`src/assert_macros.svh`:
```
// Assertion helpers shared by the RTL. Each use expands to one labeled
// concurrent assertion on the rising clock edge, disabled during reset.
`ifndef ASSERT_MACROS_SVH
`define ASSERT_MACROS_SVH

// The consequent must hold in the same cycle as the antecedent.
`define ASSERT_SAME(label, clk, rst, ante, cons) \
   label: assert property (@(posedge clk) disable iff (rst) (ante) |-> (cons)) \
      else $error("same-cycle assertion failed");

// The consequent must hold in the cycle after the antecedent.
`define ASSERT_NEXT(label, clk, rst, ante, cons) \
   label: assert property (@(posedge clk) disable iff (rst) (ante) |=> (cons)) \
      else $error("next-cycle assertion failed");

`endif

```
`src/ttms_pkg.sv`:
```
package ttms_pkg;

   // Field widths.
   localparam int unsigned TimeWidth   = 16;
   localparam int unsigned DutyWidth   = 8;
   localparam int unsigned DirWidth    = 2;
   localparam int unsigned KindWidth   = 2;
   localparam int unsigned CmdWidth    = 2;
   localparam int unsigned CsrIdxWidth = 3;
   localparam int unsigned CsrDataWidth = 16;
   localparam int unsigned ReqDataWidth = 8;
   localparam int unsigned RspDataWidth = 24;

   typedef logic [TimeWidth-1:0] time_type;
   typedef logic [DutyWidth-1:0] duty_type;
   typedef logic [DirWidth-1:0]  dir_type;
   typedef logic [KindWidth-1:0] kind_type;

   // Input beat kinds carried on tuser.
   typedef enum logic [CmdWidth-1:0] {
      CMD_TICK   = 2'd0,
      CMD_START  = 2'd1,
      CMD_SAMPLE = 2'd2
   } cmd_type;

   // H-bridge input codes {in1,in2}.
   localparam dir_type DIR_OFF = 2'd0;
   localparam dir_type DIR_REV = 2'd1;
   localparam dir_type DIR_FWD = 2'd2;

   // Action kinds.
   localparam kind_type ACT_LEFT90  = 2'd0;
   localparam kind_type ACT_RIGHT90 = 2'd1;
   localparam kind_type ACT_ULEFT   = 2'd2;
   localparam kind_type ACT_URIGHT  = 2'd3;

   // Configuration register indexes.
   localparam logic [CsrIdxWidth-1:0] REG_TURN_DURATION  = 3'd0;
   localparam logic [CsrIdxWidth-1:0] REG_PAUSE_DURATION = 3'd1;
   localparam logic [CsrIdxWidth-1:0] REG_SPIN_DUTY      = 3'd2;
   localparam logic [CsrIdxWidth-1:0] REG_STRAIGHT_DUTY  = 3'd3;
   localparam logic [CsrIdxWidth-1:0] REG_STRONG_DUTY    = 3'd4;
   localparam logic [CsrIdxWidth-1:0] REG_LIGHT_DUTY     = 3'd5;

   // Register reset values.
   localparam time_type TURN_DURATION_RESET  = 16'd550;
   localparam time_type PAUSE_DURATION_RESET = 16'd200;
   localparam duty_type SPIN_DUTY_RESET      = 8'd130;
   localparam duty_type STRAIGHT_DUTY_RESET  = 8'd50;
   localparam duty_type STRONG_DUTY_RESET    = 8'd250;
   localparam duty_type LIGHT_DUTY_RESET     = 8'd0;

   localparam time_type TIME_MAX = '1;

   // Step within an action.
   typedef enum logic [3:0] {
      PH_START = 4'b0001,
      PH_SPIN1 = 4'b0010,
      PH_PAUSE = 4'b0100,
      PH_SPIN2 = 4'b1000
   } phase_type;

   // Result item, left_duty in the lowest bits.
   typedef struct packed {
      logic     action_busy;
      dir_type  right_direction;
      dir_type  left_direction;
      duty_type right_duty;
      duty_type left_duty;
   } result_type;

   localparam int unsigned ResultWidth = $bits(result_type);

endpackage

```
`src/timed_turn_motor_sequencer_core.sv`:
```
// Channel   | Direction | Ports                   | Contents
// ----------+-----------+-------------------------+--------------------------------
// req       | in        | req_tvalid/tready/tdata | tick, start or line sample
//           |           | req_tuser               | command
// rsp       | out       | rsp_tvalid/tready/tdata | drive and busy after each beat
// csr       | in        | csr_valid/ready         | register write, index and data
//
// One result beat per request beat; with the output register free, rsp_tvalid
// rises in the cycle after acceptance. A request beat is taken in every cycle
// while the skid stage is empty; the single compare-and-update of the action
// timer sets that figure. A two-entry output (register plus skid) keeps taking
// requests while one result waits, and stalls only when both are full.
// Reset is synchronous and active high; the block is idle with motors off after it.
// csr_ready is always high; writes go straight to the registers.
`include "assert_macros.svh"

module timed_turn_motor_sequencer_core (
   input  logic                              clock,
   input  logic                              reset,
   input  logic                              req_tvalid,
   output logic                              req_tready,
   // [1:0] action_kind, [2] left_on_line, [3] right_on_line, [7:4] zero
   input  logic [ttms_pkg::ReqDataWidth-1:0] req_tdata,
   // [1:0] command
   input  logic [ttms_pkg::CmdWidth-1:0]     req_tuser,
   output logic                              rsp_tvalid,
   input  logic                              rsp_tready,
   // [7:0] left_duty, [15:8] right_duty, [17:16] left_direction,
   // [19:18] right_direction, [20] action_busy, [23:21] zero
   output logic [ttms_pkg::RspDataWidth-1:0] rsp_tdata,
   input  logic                              csr_valid,
   output logic                              csr_ready,
   input  logic [ttms_pkg::CsrIdxWidth-1:0]  csr_index,
   input  logic [ttms_pkg::CsrDataWidth-1:0] csr_data
);
   import ttms_pkg::*;

   // Configuration registers.
   time_type turn_dur_ff;
   time_type pause_dur_ff;
   duty_type spin_duty_ff;
   duty_type straight_duty_ff;
   duty_type strong_duty_ff;
   duty_type light_duty_ff;

   // Sequencer state.
   logic      busy_ff, busy_in;
   kind_type  kind_ff, kind_in;
   phase_type phase_ff, phase_in;
   time_type  elapsed_ff, elapsed_in;
   duty_type  left_duty_ff, left_duty_in;
   duty_type  right_duty_ff, right_duty_in;
   dir_type   left_dir_ff, left_dir_in;
   dir_type   right_dir_ff, right_dir_in;

   // Output register and skid stage.
   logic       out_valid_ff, out_valid_in;
   result_type out_data_ff, out_data_in;
   logic       skid_valid_ff, skid_valid_in;
   result_type skid_data_ff, skid_data_in;

   logic       req_fire;
   logic       rsp_fire;
   cmd_type    cmd;
   kind_type   req_kind;
   logic       req_left;
   logic       req_right;
   logic       to_left;
   logic       uturn;
   time_type   elapsed_inc;
   time_type   limit;
   logic       limit_hit;
   result_type result;

   assign csr_ready  = 1'b1;
   assign req_tready = ~skid_valid_ff;
   assign req_fire   = req_tvalid & req_tready;
   assign rsp_fire   = rsp_tvalid & rsp_tready;
   assign rsp_tvalid = out_valid_ff;
   assign rsp_tdata  = {{(RspDataWidth - ResultWidth){1'b0}}, out_data_ff};

   assign cmd       = cmd_type'(req_tuser);
   assign req_kind  = req_tdata[1:0];
   assign req_left  = req_tdata[2];
   assign req_right = req_tdata[3];

   assign to_left     = (kind_ff == ACT_LEFT90) || (kind_ff == ACT_ULEFT);
   assign uturn       = (kind_ff == ACT_ULEFT) || (kind_ff == ACT_URIGHT);
   assign elapsed_inc = (elapsed_ff == TIME_MAX) ? elapsed_ff : elapsed_ff + 16'd1;
   assign limit       = (phase_ff == PH_PAUSE) ? pause_dur_ff : turn_dur_ff;
   assign limit_hit   = elapsed_inc >= limit;

   // Next sequencer state for the beat on the request channel.
   always_comb begin
      busy_in       = busy_ff;
      kind_in       = kind_ff;
      phase_in      = phase_ff;
      elapsed_in    = elapsed_ff;
      left_duty_in  = left_duty_ff;
      right_duty_in = right_duty_ff;
      left_dir_in   = left_dir_ff;
      right_dir_in  = right_dir_ff;

      unique case (cmd)
         CMD_TICK: begin
            if (busy_ff) begin
               if (phase_ff == PH_START) begin
                  left_duty_in  = spin_duty_ff;
                  right_duty_in = spin_duty_ff;
                  left_dir_in   = to_left ? DIR_REV : DIR_FWD;
                  right_dir_in  = to_left ? DIR_FWD : DIR_REV;
                  phase_in      = PH_SPIN1;
                  elapsed_in    = '0;
               end else if (!limit_hit) begin
                  elapsed_in = elapsed_inc;
               end else if (!uturn || phase_ff == PH_SPIN2) begin
                  // Last phase done: stop and go idle.
                  left_duty_in  = '0;
                  right_duty_in = '0;
                  left_dir_in   = DIR_OFF;
                  right_dir_in  = DIR_OFF;
                  busy_in       = 1'b0;
                  phase_in      = PH_START;
                  elapsed_in    = '0;
               end else if (phase_ff == PH_SPIN1) begin
                  left_duty_in  = '0;
                  right_duty_in = '0;
                  left_dir_in   = DIR_OFF;
                  right_dir_in  = DIR_OFF;
                  phase_in      = PH_PAUSE;
                  elapsed_in    = '0;
               end else begin
                  left_duty_in  = spin_duty_ff;
                  right_duty_in = spin_duty_ff;
                  left_dir_in   = to_left ? DIR_REV : DIR_FWD;
                  right_dir_in  = to_left ? DIR_FWD : DIR_REV;
                  phase_in      = PH_SPIN2;
                  elapsed_in    = '0;
               end
            end
         end
         CMD_START: begin
            busy_in    = 1'b1;
            kind_in    = req_kind;
            phase_in   = PH_START;
            elapsed_in = '0;
         end
         CMD_SAMPLE: begin
            left_dir_in  = DIR_FWD;
            right_dir_in = DIR_FWD;
            case ({req_left, req_right})
               2'b00: begin
                  left_duty_in  = straight_duty_ff;
                  right_duty_in = straight_duty_ff;
               end
               2'b10: begin
                  left_duty_in  = light_duty_ff;
                  right_duty_in = strong_duty_ff;
               end
               2'b01: begin
                  left_duty_in  = strong_duty_ff;
                  right_duty_in = light_duty_ff;
               end
               default: begin
                  left_duty_in  = '0;
                  right_duty_in = '0;
                  left_dir_in   = DIR_OFF;
                  right_dir_in  = DIR_OFF;
               end
            endcase
         end
         default: begin
         end
      endcase
   end

   always_comb begin
      result.left_duty       = left_duty_in;
      result.right_duty      = right_duty_in;
      result.left_direction  = left_dir_in;
      result.right_direction = right_dir_in;
      result.action_busy     = busy_in;
   end

   // The skid stage fills only when a new result arrives while the output
   // register is full and not being drained.
   always_comb begin
      out_valid_in  = out_valid_ff;
      out_data_in   = out_data_ff;
      skid_valid_in = skid_valid_ff;
      skid_data_in  = skid_data_ff;
      if (skid_valid_ff) begin
         if (rsp_fire) begin
            out_data_in   = skid_data_ff;
            skid_valid_in = 1'b0;
         end
      end else if (req_fire) begin
         if (!out_valid_ff || rsp_fire) begin
            out_valid_in = 1'b1;
            out_data_in  = result;
         end else begin
            skid_valid_in = 1'b1;
            skid_data_in  = result;
         end
      end else if (rsp_fire) begin
         out_valid_in = 1'b0;
      end
   end

   always_ff @(posedge clock) begin
      if (reset) begin
         turn_dur_ff      <= TURN_DURATION_RESET;
         pause_dur_ff     <= PAUSE_DURATION_RESET;
         spin_duty_ff     <= SPIN_DUTY_RESET;
         straight_duty_ff <= STRAIGHT_DUTY_RESET;
         strong_duty_ff   <= STRONG_DUTY_RESET;
         light_duty_ff    <= LIGHT_DUTY_RESET;
      end else if (csr_valid && csr_ready) begin
         unique case (csr_index)
            REG_TURN_DURATION:  turn_dur_ff      <= csr_data;
            REG_PAUSE_DURATION: pause_dur_ff     <= csr_data;
            REG_SPIN_DUTY:      spin_duty_ff     <= csr_data[DutyWidth-1:0];
            REG_STRAIGHT_DUTY:  straight_duty_ff <= csr_data[DutyWidth-1:0];
            REG_STRONG_DUTY:    strong_duty_ff   <= csr_data[DutyWidth-1:0];
            REG_LIGHT_DUTY:     light_duty_ff    <= csr_data[DutyWidth-1:0];
            default: begin
            end
         endcase
      end
   end

   always_ff @(posedge clock) begin
      if (reset) begin
         busy_ff       <= 1'b0;
         kind_ff       <= ACT_LEFT90;
         phase_ff      <= PH_START;
         elapsed_ff    <= '0;
         left_duty_ff  <= '0;
         right_duty_ff <= '0;
         left_dir_ff   <= DIR_OFF;
         right_dir_ff  <= DIR_OFF;
      end else if (req_fire) begin
         busy_ff       <= busy_in;
         kind_ff       <= kind_in;
         phase_ff      <= phase_in;
         elapsed_ff    <= elapsed_in;
         left_duty_ff  <= left_duty_in;
         right_duty_ff <= right_duty_in;
         left_dir_ff   <= left_dir_in;
         right_dir_ff  <= right_dir_in;
      end
   end

   always_ff @(posedge clock) begin
      if (reset) begin
         out_valid_ff  <= 1'b0;
         skid_valid_ff <= 1'b0;
      end else begin
         out_valid_ff  <= out_valid_in;
         skid_valid_ff <= skid_valid_in;
      end
   end

   always_ff @(posedge clock) begin
      out_data_ff  <= out_data_in;
      skid_data_ff <= skid_data_in;
   end

   `ASSERT_SAME(a_skid_behind_out, clock, reset, skid_valid_ff, out_valid_ff)
   `ASSERT_SAME(a_idle_phase_start, clock, reset, !busy_ff, phase_ff == PH_START)
   `ASSERT_SAME(a_fresh_phase_zero, clock, reset, phase_ff == PH_START, elapsed_ff == '0)
   `ASSERT_NEXT(a_idle_tick_stays_idle, clock, reset,
      req_fire && cmd == CMD_TICK && !busy_ff, !busy_ff)

endmodule
```
`config.mk`:
```
export PLATFORM = sky130hd
export DESIGN_NAME = timed_turn_motor_sequencer_core
export DESIGN_NICKNAME = d
export VERILOG_FILES = /design/src/ttms_pkg.sv /design/src/timed_turn_motor_sequencer_core.sv
export VERILOG_INCLUDE_DIRS = /design/src /design/src/src
export SDC_FILE = /design/constraint.sdc
export NUM_CORES = 1
export LEC_CHECK = 0
export BUFFER_PORTS_ARGS = -buffer_cell sky130_fd_sc_hd__buf_2
export CAP_MARGIN = 20
export CORE_MARGIN = 1.5
export CORE_UTILIZATION = 30
export DETAILED_ROUTE_END_ITERATION = 8
export MAX_ROUTING_LAYER = met4
export REMOVE_ABC_BUFFERS = 1
export SETUP_SLACK_MARGIN = 0.2
export SYNTH_ARGS = -nofsm -noshare
export SYNTH_HDL_FRONTEND = slang
export SYNTH_SLANG_ARGS = --single-unit
```
`constraint.sdc`:
```
create_clock -name clock -period 3.9 [get_ports clock]
set_input_delay 0.585 -clock clock [delete_from_list [all_inputs] [get_ports clock]]
set_output_delay 0.585 -clock clock [all_outputs]
set_load 0.05 [all_outputs]
```
==> run_results.csv <==
group,metric,value,unit
cells_and_area,final_nets,994,
floorplanning,ios,61,
power,swShare,27.8,%
clocking,path_clk_slew,70,ps
global_route,gr-total-overflow,0,
global_route,grt_pass1_wl,31200,um
critical_path,cp_slowest_stage_delay,420,ps
clocking,clk_latency,430,ps
routing,vias,6542,
timing,min_period,3570,ps
logic_synthesis,synthTopCellsByCount,"nand2_1, dfxtp_1, a21oi_1",
critical_path,cp_slowest_cell,"or3_4",
power,power,3.93,mW
power,power.switching,1.10,mW
placed_design,portBuffers,52,
critical_path,r2r_end,"rsp_tdata[20]",
power,p_seq_share,43.6,%
timing,timing.final.hold_violations,0,
timing,fmax,280,MHz
logic_synthesis,yosysMostFrequentCell,"nand2_1",
timing,rsz0062_at_grt,"no",
floorplanning,die-area,0.0270,mm2
critical_path,criticalPathCategory,"reg2reg",
routing,post_drt_via_cell_ratio,5.09,
routing,avgRoutedWirePerCell,15.4,um
floorplanning,die_w,164,um
global_route,grt_usage,15.1,%
outcome,outcome,"finished clean",
cells_and_area,area_growth,24.0,%
placed_design,place_hpwl,13000,um
critical_path,r2r_slack,330,ps
power,p_int,2.84,mW
power,power.density,406,mW/mm2
critical_path,required,4090,ps
power,combPwrFrac,11.9,%
logic_synthesis,ys_async_sr_fraction,0,%
placed_design,gp_congestion,0.803,
logic_synthesis,synthTopCellsByArea,"dfxtp_1, edfxtp_1, nand2_1",
timing,fin_crit_sh,91.4,%
clocking,numCtsBuffers,17,
clocking,htreeDepth,4,
logic_synthesis,synth_largest_area_cell,"dfxtp_1",
power,max-vdd-ir-drop,0.217,mV
power,clkPwrFrac,44.6,%
critical_path,path_max_fanout,5,
clocking,clockBufferDepth,2,
global_route,grt_pass1_vias,6091,
power,p_leak,3.60,nW
floorplanning,row_count,58,
logic_synthesis,synth_area,0.00782,mm2
timing,slew_viol_final,0,
critical_path,crit_chain,"buf_6, nand4_1, nor3_2, buf_4, nor2_4, and3_4, xor2_2, ha_1, nand4_1, or3_4, o31a_4, a2111oi_4, o21ai_1, mux2_4",
timing,finClkSkew,12.9,ps
clocking,clkSinkCount,151,
floorplanning,start_util,30.8,%
routing,ant_nets,0,
logic_synthesis,synth_top_area_share,27.9,%
logic_synthesis,synth.yosys.seq_area_share,44.0,%
job,max_cap_viol_count,0,
cells_and_area,drive_gt1_share,25.2,%
critical_path,endpoint_kind,"flip-flop",
critical_path,arrival,3750,ps
logic_synthesis,synthCells,866,
clocking,cts_root_buf,"clkbuf_16",
critical_path,reg2reg_depth,14,
global_route,grt_max_degree,79,
worst_hold_path,min_from,"rsp_tready",
worst_hold_path,min_path_type,"in2reg",
logic_synthesis,synth.distinct_cells,74,
logic_synthesis,synth_edf_count,42,
timing,setup-tns-final,0,ps
critical_path,worst_path_most_repeated_cell,"nand4_1",
routing,drt_pass1_iterations,5,
logic_synthesis,synth-seq-cells,151,
worst_hold_path,whs_endpoint,"skid_valid_ff",
worst_hold_path,hold_depth,2,
logic_synthesis,yosysWarnings,0,
critical_path,r2r_start,"elapsed_ff[7]",
timing,setup_violations,0,
cells_and_area,num_antenna_cells,0,
routing,dr.first_iter.drc_count,508,
timing,worst_pin_slew,982,ps
global_route,antenna_found_initial,0,
routing,routed_wl,19800,um
timing,slew_headroom,34.6,%
floorplanning,die_y,164,um
routing,drc,0,
critical_path,cp-start-kind,"flip-flop",
logic_synthesis,synth-main-ff-cell,"dfxtp_1",
floorplanning,core-area,0.0254,mm2
clocking,cts_tree,"built",
logic_synthesis,syn_area_per_cell,9.03,um2
through the flow:
stage               cell area [um2]  setup slack [ps]  utilization, %  std cells  hold slack (ps)
detailed placement             8590             -85.4            33.8       1233              446
global route                   9700               170            38.2       1286              341
global placement               8580             -54.2            33.8       1232              441
CTS                            9380               203            36.9       1274              337
floorplan                      7570             -1580               -        813              427
finish                         9700               334            38.2       1286              347
power by group through the flow:
stage,logic (mW),clock network (mW),registers (mW)
floorplan,0.214,0,1.83
detailed placement,0.447,0,1.75
global placement,0.441,0,1.75
CTS,0.451,1.79,1.71
finish,0.467,1.75,1.71
global route,0.509,1.85,1.72
layer usage:
layer	vias up	global-route usage, %	wire, um
met1	3110	19.1	9270
met4	0	4.50	218
met3	17	3.11	832
met2	135	24.3	9460
li1	3280	-	-
met5	-	-	0
cells in the final DEF, fill, tap and decap left out, types with 4 or more instances in the layout:
cell type and instances:
nor3_1 4, inv_1 6, o21ai_1 10, edfxtp_1 42
buf_6 7, buf_2 51, nand3_1 14, clkbuf_16 20
o22ai_1 4, inv_6 6, nand2b_1 16, mux2i_1 22
xnor2_1 9, a21oi_1 98, nand2_1 158, nand3b_1 16
nor2b_1 4, and3_4 4, dfxtp_2 6, a211oi_2 14
a22o_1 5, conb_1 4, dfxtp_1 102, o31ai_1 17
nor2_4 9, nand3_2 4, and3_1 7, a221oi_1 20
nor2_1 71, o22ai_2 14, buf_4 45, o21a_1 5
buf_12 6, and2_1 9, nand4_1 6, ha_1 15
a31oi_1 9, o21ai_0 12
how the worst max path moves through the flow:
| stage | from | endpoint | slack (ps) | cells after the start |
|---|---|---|---|---|
| 2_1_floorplan | phase_ff[2] | rsp_tdata[0] | -1580 | 9 |
| 3_3_place_gp | elapsed_ff[4] | rsp_tdata[9] | -50 | 13 |
| 3_5_place_dp | elapsed_ff[4] | rsp_tdata[9] | -90 | 13 |
| 4_1_cts | elapsed_ff[3] | rsp_tdata[20] | 200 | 12 |
| 5_1_grt | elapsed_ff[3] | elapsed_ff[6] | 170 | 17 |
| 6_report | elapsed_ff[7] | rsp_tdata[20] | 330 | 14 |
worst max-delay path: cells and delay by family (launching register included):
kind                     cells  cell delay [ps]
adder cells (fa/ha/maj)      1              270
multiplexers                 1              270
AND/OR/NAND/NOR              6             1230
buffers and inverters        2              270
AO/OA/AOI/OAI                3              790
XOR/XNOR                     1              150
flip-flops                   1              340
state kept, by name, summed over array words and instances, names as in the netlist, 2 cells and up:
register / flops
pause_dur_ff: 16
turn_dur_ff: 16
strong_duty_ff: 8
right_duty_ff: 8
kind_ff: 2
left_duty_ff: 8
light_duty_ff: 8
right_dir_ff: 2
left_dir_ff: 2
rsp_tdata: 21
spin_duty_ff: 8
phase_ff: 4
skid_data_ff: 21
straight_duty_ff: 8
elapsed_ff: 16
repair_timing:
item                       CTS  global route
setup endpoints to repair   52            59
cloned                       0             2
setup buffers                9             9
gates resized for setup     23            42
pin swaps                    9            22
hold endpoints to repair     0             0
hold buffers                 0             0
cell type report:
class                   instances  area (um2)
flip-flops and latches        151        3450
repair buffers                111         842
fillers                      2612       15700
well taps                     330         413
inverters                       6        22.5
multi-input cells             656        4350
clock inverters                14         170
clock buffers                  18         450
logic make-up (layout without fill, tap and decap cells):
group / after synthesis / after routing / share of synthesized area (%)
compound gates: 246 / 246 / 23.3
xor+xnor: 12 / 12 / 1.34
fa+ha+maj: 17 / 17 / 2.72
buf+inv: 61 / 149 / 3.55
flops: 151 / 151 / 44.0
mux: 27 / 27 / 3.54
other cells: 2 / 4 / 0.0960
simple gates: 350 / 350 / 21.4
(Power assumes the default switching activity.)
